==> src/iml_pkg.sv <==
`default_nettype none
// ============================================================================
// iml_pkg
// Shared widths, status codes and beat types of the invariant mass unit.
// ============================================================================
package iml_pkg;

    // Width of the energy, momentum and mass fields.
    localparam int VALUE_BITS = 24;
    // Width of a squared value and of the mass squared.
    localparam int SQ_BITS = 2 * VALUE_BITS;
    // Width of the partial remainder in the square root chain.
    localparam int REM_BITS = VALUE_BITS + 2;
    // One root stage per result bit.
    localparam int ROOT_STAGES = VALUE_BITS;

    // Tolerance register.
    localparam int TOL_BITS = 20;
    localparam logic [TOL_BITS-1:0] TOL_RESET = TOL_BITS'(66);

    // Result status codes.
    localparam int STATUS_BITS = 2;
    localparam logic [STATUS_BITS-1:0] STATUS_VALID   = 2'd0;
    localparam logic [STATUS_BITS-1:0] STATUS_CLAMPED = 2'd1;
    localparam logic [STATUS_BITS-1:0] STATUS_INVALID = 2'd2;

    // One beat moving through the square root chain.
    typedef struct packed {
        logic [SQ_BITS-1:0]     rad;
        logic [REM_BITS-1:0]    rem;
        logic [VALUE_BITS-1:0]  root;
        logic [STATUS_BITS-1:0] status;
    } t_root_beat;

    // One finished result beat.
    typedef struct packed {
        logic [VALUE_BITS-1:0]  mass;
        logic [STATUS_BITS-1:0] status;
    } t_result;

endpackage
`default_nettype wire

==> src/iml_out_buf.sv <==
`default_nettype none
// ============================================================================
// iml_out_buf
// Output register with a one-entry skid buffer behind it.
// ============================================================================
module iml_out_buf (
    input  wire logic       i_clk,
    input  wire logic       i_rst_n,
    input  wire logic       i_valid,
    input  iml_pkg::t_result i_res,
    output logic            o_skid_full,
    output logic            o_valid,
    input  wire logic       i_stall,
    output iml_pkg::t_result o_res
);

    logic             r_out_valid;
    logic             r_skid_full;
    iml_pkg::t_result r_out;
    iml_pkg::t_result r_skid;
    logic             n_take;

    assign n_take = r_out_valid && !i_stall;

    always_ff @(posedge i_clk) begin
        if (!i_rst_n) begin
            r_out_valid <= 1'b0;
            r_skid_full <= 1'b0;
        end else if (r_skid_full) begin
            if (n_take) begin
                r_skid_full <= 1'b0;
            end
        end else if (!r_out_valid || n_take) begin
            r_out_valid <= i_valid;
        end else if (i_valid) begin
            r_skid_full <= 1'b1;
        end
    end

    always_ff @(posedge i_clk) begin
        if (r_skid_full) begin
            if (n_take) begin
                r_out <= r_skid;
            end
        end else if (!r_out_valid || n_take) begin
            r_out <= i_res;
        end else begin
            r_skid <= i_res;
        end
    end

    assign o_skid_full = r_skid_full;
    assign o_valid     = r_out_valid;
    assign o_res       = r_out;

endmodule
`default_nettype wire
==> config.mk <==
export PLATFORM = sky130hd
export DESIGN_NAME = iml_out_buf
export DESIGN_NICKNAME = d
export VERILOG_FILES = /design/src/iml_pkg.sv /design/src/iml_out_buf.sv
export SDC_FILE = /design/constraint.sdc
export NUM_CORES = 1
export LEC_CHECK = 0
export BUFFER_PORTS_ARGS = -buffer_cell sky130_fd_sc_hd__buf_2
export CORE_AREA = 4 4 76 78
export DETAILED_ROUTE_END_ITERATION = 16
export DIE_AREA = 0 0 80 82
export PLACE_DENSITY = 0.73
export SYNTH_ARGS = -nofsm -noshare
export SYNTH_HDL_FRONTEND = slang
export SYNTH_SLANG_ARGS = --single-unit
==> constraint.sdc <==
create_clock -name i_clk -period 3.1 [get_ports i_clk]
set_clock_uncertainty 0.05 [all_clocks]
set_input_delay 0.155 -clock i_clk [delete_from_list [all_inputs] [get_ports i_clk]]
set_output_delay 0.155 -clock i_clk [all_outputs]
set_load 0.01 [all_outputs]
==> qor.yml <==
yosys:
  netlist_top_cells_area: "edfxtp_1 (78%), mux2_2 (15%), dfxtp_1 (2.0%)"
  syn_avg_cell_area_um2: 21.9
  netlist_area_mm2: 0.00199
  ys_seq_area_share_pct: 80.5
  syn_nets: 121
  synth_edf_count: 52
  synth-seq-cells: 54
  async_flop_share_pct: 0
  yosys.cell_types.count: 12
  synthTopCellsByCount: "edfxtp_1 (52), mux2_2 (26), buf_6 (3)"
  synthCells: 91
  yosysTopAreaCellShare_pct: 78.5
  synth.largest_area_cell: "edfxtp_1"
  synth_warnings: 0
  synth_ff_type: "edfxtp_1"
  synth_most_common_cell: "edfxtp_1"
worst_setup_path:
  critPathMaxFanout: 26
  critPathSlowestCell: "mux2i_4"
  r2r-end: "o_res[23]$_DFFE_PP_"
  required_ns: 2.97
  worst_r2r_startpoint: "o_valid$_SDFFE_PN0P_"
  crit_path_end_kind: "flop"
  crit_path_max_incr_delay_ns: 0.87
  crit_buf_inv: 0
  worstPathCellList: "mux2i_4"
  path_delay_family: "multiplexers"
  r2r_slack_ns: 1.32
  cp_data_arrival_time_ns: 1.65
  critPathLaunchType: "flop"
  r2r_cells: 1
  crit_type: "flop to flop"
clock_network:
  clockRootBuffer: "clkbuf_8"
  cts_resized: 0
  cts_hold_buf: 14
  path_clk_slew_ns: 0.08
  cts_tree: "done"
  clkSinkCount: 54
  post_cts_buffers: 0
  cts_max_path_buffers: 2
  cts_max_level: 2
  cts_buffers: 5
  clk_latency_ns: 0.30
sta:
  slew_headroom_pct: 34.2
  fin_crit_sh_pct: 57.3
  finalSetupViolations: 0
  hold_viol: 0
  fmax_mhz: 563
  worstMarginPinSlew_ns: 0.967
  finalWorstPathRequiredPeriod_ns: 1.78
  fin_ws_ns: 1.32
  fin_tns_setup_ns: 0
  slew_violations: 0
  rsz0062_at_grt: "no"
hold_path:
  hold_path_class: "input pin to flop"
  whs_endpoint: "r_skid[22]$_DFFE_PP_"
  hold_depth: 1
  hold_start: "i_res[22]"
routing:
  avgViaCountPerCell: 4.50
  dr.pass1.iters: 4
  drc: 0
  wl_per_cell_um: 15.6
  ant_nets: 0
  first_iter_violations: 69
  detail_route.wirelength_um: 3810
  vias: 1102
floorplanning:
  fp.dieH_um: 82
  core_area_mm2: 0.00507
  fp-row-count: 26
  pin_count: 58
  dieArea_mm2: 0.00656
  start_util_pct: 39.2
  dieWidth_um: 80
global_route:
  grt_pass1_wl_um: 5950
  gr-usage-all-layers_pct: 12.2
  grt_pass1_vias: 1202
  gr-total-overflow: 0
  antenna_found_initial: 0
  grt_max_degree: 27
placed_design:
  dp.cells: 217
  gp_congestion: 0.748
  post-place-ws_ns: 1.33
  dp_hpwl_um: 2610
  port_buffers: 57
power_and_ir_drop:
  power-per-cell-area_mw_per_mm2: 533
  ir_drop_mv: 0.253
  leakagePower_nw: 1.00
  finalPower_mw: 1.41
status:
  status: "completed"
final_layout:
  area_delta_synth_final_pct: 32.8
  diodes: 0
  nets: 205
  fillerInstances: 451
  instances_no_fill: 245
  drive_gt1_share_pct: 52.6
run:
  cap_violations: 0
==> per-layer routing <==
metal | track usage, % | up-vias | part of all wire [%]
met2 | 20.9 | 40 | 51
met3 | 4.71 | 6 | 7.9
met4 | 4.05 | 0 | 1.3
met5 | 0 | - | 0
li1 | - | 524 | -
met1 | 14.1 | 532 | 39
==> power by group <==
| group | internal (mW) | total (mW) | leakage (nW) | switching [mW] |
|---|---|---|---|---|
| Sequential | 0.864 | 0.883 | 0.522 | 0.0188 |
| Combinational | 0.0866 | 0.168 | 0.442 | 0.0816 |
| Clock | 0.156 | 0.357 | 0.0383 | 0.201 |
| Total | 1.11 | 1.41 | 1.00 | 0.301 |
==> how the worst max path moves through the flow <==
stage | cells after the start | endpoint | startpoint | slack [ns]
global route | 1 | o_res[24]$_DFFE_PP_ | o_valid$_SDFFE_PN0P_ | 1.18
global placement | 1 | o_res[24]$_DFFE_PP_ | o_valid$_SDFFE_PN0P_ | 1.42
CTS | 1 | o_res[4]$_DFFE_PP_ | o_valid$_SDFFE_PN0P_ | 1.27
finish | 1 | o_res[23]$_DFFE_PP_ | o_valid$_SDFFE_PN0P_ | 1.32
detailed placement | 1 | o_res[24]$_DFFE_PP_ | o_skid_full$_SDFF_PN0_ | 1.33
floorplan | 1 | o_res[0]$_DFFE_PP_ | o_valid$_SDFFE_PN0P_ | 0.75
==> per-stage QoR <==
step | cell area, µm² | util [%] | hold slack [ns]
finish | 2640 | 52.1 | 0.00771
global route | 2640 | 52.1 | 0.00116
CTS | 2570 | 50.7 | 0.0000210
detailed placement | 2360 | 46.4 | 0.300
global placement | 2360 | 46.4 | 0.298
floorplan | 1990 | - | 0.204
==> area by class of cell <==
type	count	area [µm²]	area share [%]
clock buffers	7	76.3	2.89
flip-flops and latches	54	1600	60.6
multi-input cells	34	367	13.9
repair buffers	80	510	19.3
well taps	70	87.6	3.31
==> registers in the layout, indices dropped and copies added (netlist names) <==
name         count
o_skid_full      1
o_valid          1
o_res           26
r_skid          26
==> logic make-up after synthesis <==
kind of cell	Yosys count	synth area share [%]
flip-flops	54	80.5
multiplexers	27	15.2
AND/OR/NAND/NOR	4	1.70
AO/OA/AOI/OAI	3	0.880
buffers and inverters	3	1.70
==> cell usage in the layout (no fill, tap or decap), drive strengths merged <==
cell and n:
nand2b 1, clkbuf 7, nor3b 1, a21boi 1
dfxtp 2, and3b 1, mux2i 1, dlygate4sd3 21
nor2b 1, mux2 26, buf 59, edfxtp 52
o21ai 1, a21oi 1
(Power assumes the default switching activity.)
