<file path="src/iml_pkg.sv">
`default_nettype none
// ============================================================================
// iml_pkg
// Shared widths, status codes and beat types of the invariant mass unit.
// ============================================================================
package iml_pkg;

    // Width of the energy, momentum and mass fields.
    localparam int VALUE_BITS = 24;
    // Width of a squared value and of the mass squared.
    localparam int SQ_BITS = 2 * VALUE_BITS;
    // Width of the partial remainder in the square root chain.
    localparam int REM_BITS = VALUE_BITS + 2;
    // One root stage per result bit.
    localparam int ROOT_STAGES = VALUE_BITS;

    // Tolerance register.
    localparam int TOL_BITS = 20;
    localparam logic [TOL_BITS-1:0] TOL_RESET = TOL_BITS'(66);

    // Result status codes.
    localparam int STATUS_BITS = 2;
    localparam logic [STATUS_BITS-1:0] STATUS_VALID   = 2'd0;
    localparam logic [STATUS_BITS-1:0] STATUS_CLAMPED = 2'd1;
    localparam logic [STATUS_BITS-1:0] STATUS_INVALID = 2'd2;

    // One beat moving through the square root chain.
    typedef struct packed {
        logic [SQ_BITS-1:0]     rad;
        logic [REM_BITS-1:0]    rem;
        logic [VALUE_BITS-1:0]  root;
        logic [STATUS_BITS-1:0] status;
    } t_root_beat;

    // One finished result beat.
    typedef struct packed {
        logic [VALUE_BITS-1:0]  mass;
        logic [STATUS_BITS-1:0] status;
    } t_result;

endpackage
`default_nettype wire

</file>
<file path="src/iml_root_stage.sv">
`default_nettype none
// ============================================================================
// iml_root_stage
// One registered step of the digit-by-digit square root: one result bit.
// ============================================================================
module iml_root_stage (
    input  wire logic             i_clk,
    input  wire logic             i_rst_n,
    input  wire logic             i_adv,
    input  wire logic             i_valid,
    input  iml_pkg::t_root_beat   i_beat,
    output logic                  o_valid,
    output iml_pkg::t_root_beat   o_beat
);

    localparam int VB = iml_pkg::VALUE_BITS;
    localparam int SB = iml_pkg::SQ_BITS;
    localparam int RB = iml_pkg::REM_BITS;

    logic                r_valid;
    iml_pkg::t_root_beat r_beat;

    logic [RB+1:0]       n_rem_sh;
    logic [RB+1:0]       n_trial;
    logic [RB+1:0]       n_sub;
    logic                n_ge;
    iml_pkg::t_root_beat n_beat;

    // The radicand shifts up two bits per stage, so its top pair is always
    // the next pair to bring down into the remainder.
    always_comb begin
        n_rem_sh = {i_beat.rem, i_beat.rad[SB-1:SB-2]};
        n_trial  = (RB+2)'({i_beat.root, 2'b01});
        n_ge     = (n_rem_sh >= n_trial);
        n_sub    = n_rem_sh - n_trial;
        n_beat.rad    = {i_beat.rad[SB-3:0], 2'b00};
        n_beat.rem    = n_ge ? n_sub[RB-1:0] : n_rem_sh[RB-1:0];
        n_beat.root   = {i_beat.root[VB-2:0], n_ge};
        n_beat.status = i_beat.status;
    end

    always_ff @(posedge i_clk) begin
        if (!i_rst_n) begin
            r_valid <= 1'b0;
        end else if (i_adv) begin
            r_valid <= i_valid;
        end
    end

    always_ff @(posedge i_clk) begin
        if (i_adv) begin
            r_beat <= n_beat;
        end
    end

    assign o_valid = r_valid;
    assign o_beat  = r_beat;

endmodule
`default_nettype wire

</file>
<file path="config.mk">
export PLATFORM = sky130hd
export DESIGN_NAME = iml_root_stage
export DESIGN_NICKNAME = d
export VERILOG_FILES = /design/src/iml_pkg.sv /design/src/iml_root_stage.sv
export SDC_FILE = /design/constraint.sdc
export NUM_CORES = 1
export LEC_CHECK = 0
export CAP_MARGIN = 30
export CORE_MARGIN = 1
export CORE_UTILIZATION = 57
export DETAILED_ROUTE_END_ITERATION = 10
export DONT_BUFFER_PORTS = 1
export GPL_TIMING_DRIVEN = 0
export PLACE_DENSITY_LB_ADDON = 0.12
export SYNTH_ARGS = -nofsm -noshare
export SYNTH_HDL_FRONTEND = slang
export SYNTH_SLANG_ARGS = --single-unit
export TNS_END_PERCENT = 5
</file>
<file path="constraint.sdc">
create_clock -name i_clk -period 2.89 [get_ports i_clk]
set_clock_uncertainty 0.2 [all_clocks]
set_input_delay 0.289 -clock i_clk [delete_from_list [all_inputs] [get_ports i_clk]]
set_output_delay 0.289 -clock i_clk [all_outputs]
set_load 0.01 [all_outputs]
</file>
==> results of run 1 <==
[metrics by stage]
stage          hold WS [ns]  worst slack, ns  TNS (ns)
2_1_floorplan        0.1879           0.1404         0
3_3_place_gp         0.1879          -0.2057    -3.571
6_report            -0.1702           0.1717         0
4_1_cts             -0.1840           0.1677         0
3_5_place_dp         0.1879          -0.1978    -3.370
5_1_grt             -0.1886          0.03946         0
[sequential cells by signal, summed over array words and instances, names as in the netlist]
name     flops
o_beat      98
o_valid      1
[placed cells by master (no fill, tap or decap), types with 9 or more instances in the layout]
cell,Yosys,layout
a21oi_1,21,21
xnor2_1,13,13
edfxtp_1,98,98
nand2_1,21,21
ha_1,26,26
dlygate4sd3_1,0,97
inv_1,30,30
xor2_1,10,10
mux2_4,16,16
clkbuf_8,0,9
nor2_1,16,16
o21ai_0,15,15
[routing by layer]
layer | share of wire, % | vias up
met5 | 0 | -
met4 | 1.9 | 0
met3 | 7.6 | 17
met2 | 53 | 151
met1 | 38 | 1512
li1 | - | 1507
[logic make-up after synthesis]
family / Yosys count / share of synthesized area [%]
mux: 25 / 7.006
simple gates: 68 / 6.954
other cells: 1 / 0.07777
buf+inv: 36 / 3.684
xor+xnor: 23 / 4.177
compound gates: 72 / 9.912
fa+ha+maj: 26 / 6.746
flops: 99 / 61.44
[path summary, 6_finish.rpt]
check | start | slack (ns) | to | depth (start not counted)
max | i_beat[2] | 0.17 | o_beat[41] | 11
min | i_adv | -0.17 | o_beat[93] | 0
max reg2reg | o_valid | 1.45 | o_valid | 3
min reg2reg | o_valid | 0.98 | o_valid | 3
[power by group]
part / internal [W] / switching (W)
Combinational: 0.000319 / 0.000245
Clock: 0.000328 / 0.000516
Sequential: 0.00176 / 0.000141
[final cells by class]
| cell class | instances | area, µm² | area share [%] |
|---|---|---|---|
| Buffer | 6 | 65.06 | 1.064 |
| Clock buffer | 9 | 123.9 | 2.025 |
| Clock inverter | 7 | 65.06 | 1.064 |
| Inverter | 30 | 112.6 | 1.841 |
| Multi-Input combinational cell | 216 | 1685 | 27.55 |
| Sequential cell | 99 | 2963 | 48.44 |
| Tap cell | 105 | 131.4 | 2.148 |
| Timing Repair Buffer | 97 | 970.9 | 15.87 |
[worst reg2reg max path: stages, from the launching register on]
cell and delay, ns:
dfxtp_1 0.37, mux2i_1 0.16, nor2b_1 0.07, dlygate4sd3_1 0.54
==> impl_metrics.csv, run 1 <==
group,metric,value,unit
die,dieArea,0.008831,mm²
setup_path,crit_fanout,10,
logic_synthesis,ys_warn_count,0,
logic_synthesis,synth_edf_count,98,
drt,num_vias,3187,
timing,final-setup-viol-count,0,
drt,postRouteAntennaNets,0,
logic_synthesis,synth_cell_type_count,51,
finish,fin_cells,569,
setup_path,cpPeakStageDelay,0.39,ns
setup_path,startpoint_type,"primary input",
timing,finalCritPeriodShare,94.06,%
logic_synthesis,ys_top_cells_by_count,"98 x edfxtp_1, 30 x inv_1, 26 x ha_1",
clock_network,cts_tree,"yes",
clock_network,cts.sinks,99,
clock_network,clock_path_buffers,2,
grt,grt_pass1_wl,16440,µm
grt,grt_use_met3,6.796,%
timing,drv_slew,0,
pwr,p_leak,2.451,nW
logic_synthesis,syn_area,0.004822,mm²
logic_synthesis,synth_area_leaders,"edfxtp_1 61%, ha_1 6.7%, mux2_4 5.0%",
finish,fin_nets,589,
timing,rsz0062_at_grt,"false",
outcome,status,"finished, violations left",
logic_synthesis,ys_ff_latch,99,
logic_synthesis,postSynthAreaPerCell,13.78,µm²
flow_run,maxCapViolCount,0,
pwr,power_density,541.2,mW/mm²
setup_path,cp_cell_sequence,"inv_1 > ha_1 > nand2b_1 > a211o_1 > a21oi_2 > o211ai_2 > a31oi_2 > nor2_2 > o21ai_4 > buf_12 > mux2_4",
die,start_util,58.69,%
finish,drive_gt1_share,10.99,%
setup_path,critPathSlowestCell,"o21ai_4",
timing,whs,-0.1702,ns
setup_path,critPathTopFamily,"compound AO/OA/AOI/OAI gates",
outcome,violations,"negative hold slack",
logic_synthesis,synth_area_leader_cell,"edfxtp_1",
clock_network,clkTransAtPathRegs,0.11,ns
drt,drc,0,
logic_synthesis,synth_cells,350,
die,floorplan.core_area,0.008217,mm²
grt,grt_max_degree,100,
clock_network,ctsHoldBuffers,97,
die,ioPinCount,205,
clock_network,cts_setup_buffers,0,
drt,drt-initial-drc-count,202,
finish,fillers,521,
die,die_h,93.98,µm
grt,met1_usage,27.54,%
grt,antenna_found_initial,0,
timing,layout_min_cycle_time,2.718,ns
drt,post_drt_via_cell_ratio,5.601,
placed_design,place_hpwl,7282,µm
placed_design,dpl_cell_area,0.004957,mm²
grt,grt_util_met2,45.99,%
placed_design,dp.cells,456,
drt,wl_per_cell,19.79,µm
finish,final_util,74.45,%
pwr,max-vdd-ir-drop,346.7,µV
grt,gr-total-overflow,0,
finish,antenna_cells,0,
clock_network,ctsResizeCount,0,
logic_synthesis,synth_most_common_cell,"edfxtp_1",
die,core.rowCount,33,
timing,max_freq,367.9,MHz
die,die_w,93.98,µm
drt,finalWirelength,11260,µm
logic_synthesis,synth_top_cell_area_share,61.03,%
grt,busiest_layer,"met2",
clock_network,numCtsBuffers,9,
finish,fin_area,0.006117,mm²
finish,area_growth,26.86,%
logic_synthesis,synthArstFlopShare,0,%
min_path,hold_class,"in -> reg",
logic_synthesis,yosysSeqAreaShare,61.44,%
setup_path,arrival,2.63,ns
setup_path,critical_path_required,2.80,ns
placed_design,port_buffers,0,
logic_synthesis,synth_ff_type,"edfxtp_1",
timing,hold_violations,98,
setup_path,crit_path_end_kind,"flip-flop",
setup_path,path_class,"in -> reg",
clock_network,root_buffer,"clkbuf_8",
grt,track_usage,24.99,%
clock_network,htree_levels,3,
pwr,fin_total_pwr,0.003311,W
placed_design,place_congestion,0.8394,
clock_network,clk_latency,0.35,ns
setup_path,path_buf_inv,2,
grt,grt_pass1_vias,3219,
drt,dr.pass1.iters,4,
(Power assumes the default switching activity.)
==> run 2: changes to the inputs <==
ABC_AREA = 1   (was not set)
CORE_UTILIZATION = 58   (was 57)
==> run 2 against run 1 <==
Net effect: via count increased by 49%; count of clock-buffer cells in the layout increased by 1; the flow still finishes with violations (negative hold slack); highest routed layer unchanged; largest power group unchanged; global-route usage increased by 9.6 points.
==> impl_metrics.csv, run 2 <==
group,metric,value,unit
outcome,status,"finished, violations left",
setup_path,arrival,2.59,ns
logic_synthesis,synth_cells,608,
grt,antenna_found_initial,1,
clock_network,root_buffer,"clkbuf_8",
timing,tightestPinTransition,0.5768,ns
pwr,power_density,507.0,mW/mm²
setup_path,cp_cell_sequence,"dlygate4sd3_1 > inv_1 > ha_1 > inv_1 > nand3_1 > nand2_2 > nand3_1 > nand3_2 > nand2_2 > clkbuf_1 > nand4_1 > nand2_1",
setup_path,critPathSlowestCell,"dlygate4sd3_1",
finish,fin_nets,846,
finish,largest_reg_flops,98,
drt,postRouteAntennaNets,0,
die,start_util,61.27,%
logic_synthesis,synth_most_common_cell,"nand2_1",
finish,area_growth,23.59,%
clock_network,htree_levels,3,
grt,grt_pass1_wl,25160,µm
finish,mostFrequentLayoutCells,"206 x nand2_1, 124 x inv_1, 98 x edfxtp_1, 96 x dlygate4sd3_1, 27 x nor2_1",
logic_synthesis,synth_area_leader_cell,"edfxtp_1",
die,die_w,98.92,µm
flow_run,maxCapViolCount,0,
timing,layout_min_cycle_time,2.563,ns
timing,max_freq,390.1,MHz
timing,final-setup-viol-count,0,
setup_path,rrSetupSlack,1.36,ns
drt,dr.pass1.iters,5,
min_path,hold_class,"in -> reg",
finish,final_common_cell,"nand2_1",
grt,gr-total-overflow,0,
logic_synthesis,synth_area_leaders,"edfxtp_1 54%, nand2_1 14%, inv_1 8.5%",
logic_synthesis,synthArstFlopShare,0,%
drt,drt-initial-drc-count,345,
die,die_h,98.92,µm
die,core.rowCount,34,
clock_network,cts.sinks,99,
die,dieArea,0.009784,mm²
clock_network,cts_tree,"yes",
timing,setup_tns,0,ns
drt,drc,0,
pwr,fin_total_pwr,0.003414,W
logic_synthesis,ys_ff_latch,99,
min_path,min_to,"o_beat[24]",
logic_synthesis,synth_cell_type_count,33,
logic_synthesis,synth_ff_type,"edfxtp_1",
min_path,worstHoldStart,"i_adv",
clock_network,ctsHoldBuffers,96,
finish,register_area,0.002963,mm²
logic_synthesis,postSynthAreaPerCell,8.960,µm²
clock_network,clk_latency,0.37,ns
logic_synthesis,syn_area,0.005448,mm²
clock_network,numCtsBuffers,9,
placed_design,place_congestion,0.8742,
setup_path,crit_fanout,10,
setup_path,path_class,"in -> reg",
setup_path,critical_path_required,2.92,ns
setup_path,reg2reg_to,"o_valid",
logic_synthesis,yosysSeqAreaShare,54.39,%
timing,whs,-0.1666,ns
drt,finalWirelength,16690,µm
logic_synthesis,synth_edf_count,98,
clock_network,clkTransAtPathRegs,0.11,ns
min_path,min_path_cells,0,
clock_network,clock_path_buffers,2,
pwr,p_leak,3.205,nW
setup_path,r2r-start,"o_valid",
timing,rsz0062_at_grt,"false",
setup_path,rr_worst_depth,3,
drt,wl_per_cell,20.11,µm
pwr,max-vdd-ir-drop,364.4,µV
grt,grt_max_degree,101,
grt,grt_pass1_vias,4680,
outcome,violations,"negative hold slack",
setup_path,cpPeakStageDelay,0.55,ns
timing,relSlewSlack,61.55,%
setup_path,crit_path_end_kind,"flip-flop",
die,floorplan.core_area,0.008891,mm²
finish,multiInputGateArea,0.001941,mm²
logic_synthesis,ys_top_cells_by_count,"206 x nand2_1, 124 x inv_1, 98 x edfxtp_1",
timing,finalCritPeriodShare,88.69,%
die,ioPinCount,205,
finish,drive_gt1_share,5.548,%
drt,num_vias,4743,
grt,track_usage,34.55,%
drt,post_drt_via_cell_ratio,5.714,
setup_path,startpoint_type,"primary input",
finish,fillers,602,
logic_synthesis,synth_top_cell_area_share,54.02,%
placed_design,place_hpwl,10200,µm
placed_design,port_buffers,0,
timing,hold_violations,98,
logic_synthesis,ys_warn_count,0,
timing,drv_slew,0,
==> run 2: worst max-delay path by stage <==
stage,from,to
after global routing,i_beat[98],o_beat[42]
after global placement,i_beat[14],o_beat[49]
after CTS,i_beat[98],o_beat[43]
final,i_beat[98],o_beat[43]
after floorplan,i_beat[14],o_beat[41]
after detailed placement,i_beat[14],o_beat[49]
==> run 2: layout make-up <==
cell class	instances	share of cell area [%]
sequential	99	44.01
multi-input combinational	372	28.82
timing repair buffer	96	14.27
inverter	128	7.136
tap	108	2.007
clock buffer	10	1.896
buffer	10	1.004
clock inverter	6	0.8177
antenna	1	0.03717
==> run 2: stage by stage <==
stage	cells	hold slack [ns]	setup WS (ns)	util, %	cell area (µm²)
floorplan	609	0.1825	0.7575	-	5451
finish	830	-0.1666	0.3268	75.72	6733
CTS	829	-0.1828	0.4420	75.70	6730
global placement	717	0.1879	0.2939	62.83	5587
detailed placement	717	0.1879	0.2739	62.83	5587
global route	830	-0.1908	0.2193	75.72	6733
==> run 2: cells by family (layout without fill, tap and decap cells) <==
group           count (synthesis)  after routing  share of synthesized area (%)
flops                          99             99                          54.39
other cells                     1              3                        0.06884
simple gates                  300            300                          24.18
buf+inv                       138            250                          10.06
fa+ha+maj                      26             26                          5.971
xor+xnor                       13             13                          2.090
compound gates                 31             31                          3.239
==> run 2: where the power goes <==
group          internal [W]  switching [W]
sequential          0.00176       0.000141
clock              0.000333       0.000549
combinational      0.000261       0.000374
total               0.00235        0.00106
==> run 2: per-layer routing <==
layer	share of wire, %	vias to the layer above	global-route usage (%)
li1	-	2157	-
met3	10	57	7.376
met1	36	2168	41.56
met4	3.9	0	11.71
met2	50	361	61.48
met5	0	-	0
==> run 2: what timing repair did <==
item | CTS | global route
gates resized for setup | 0 | 0
setup buffers | 0 | 0
endpoints found under the hold margin | 194 | 98
setup endpoints to repair | 0 | 0
==> run 2: worst max-delay path, delay by kind of cell <==
kind / cells / cell delay [ns]
buffers and inverters: 4 / 1.17
AND/OR/NAND/NOR: 7 / 0.94
adder cells (fa/ha/maj): 1 / 0.18
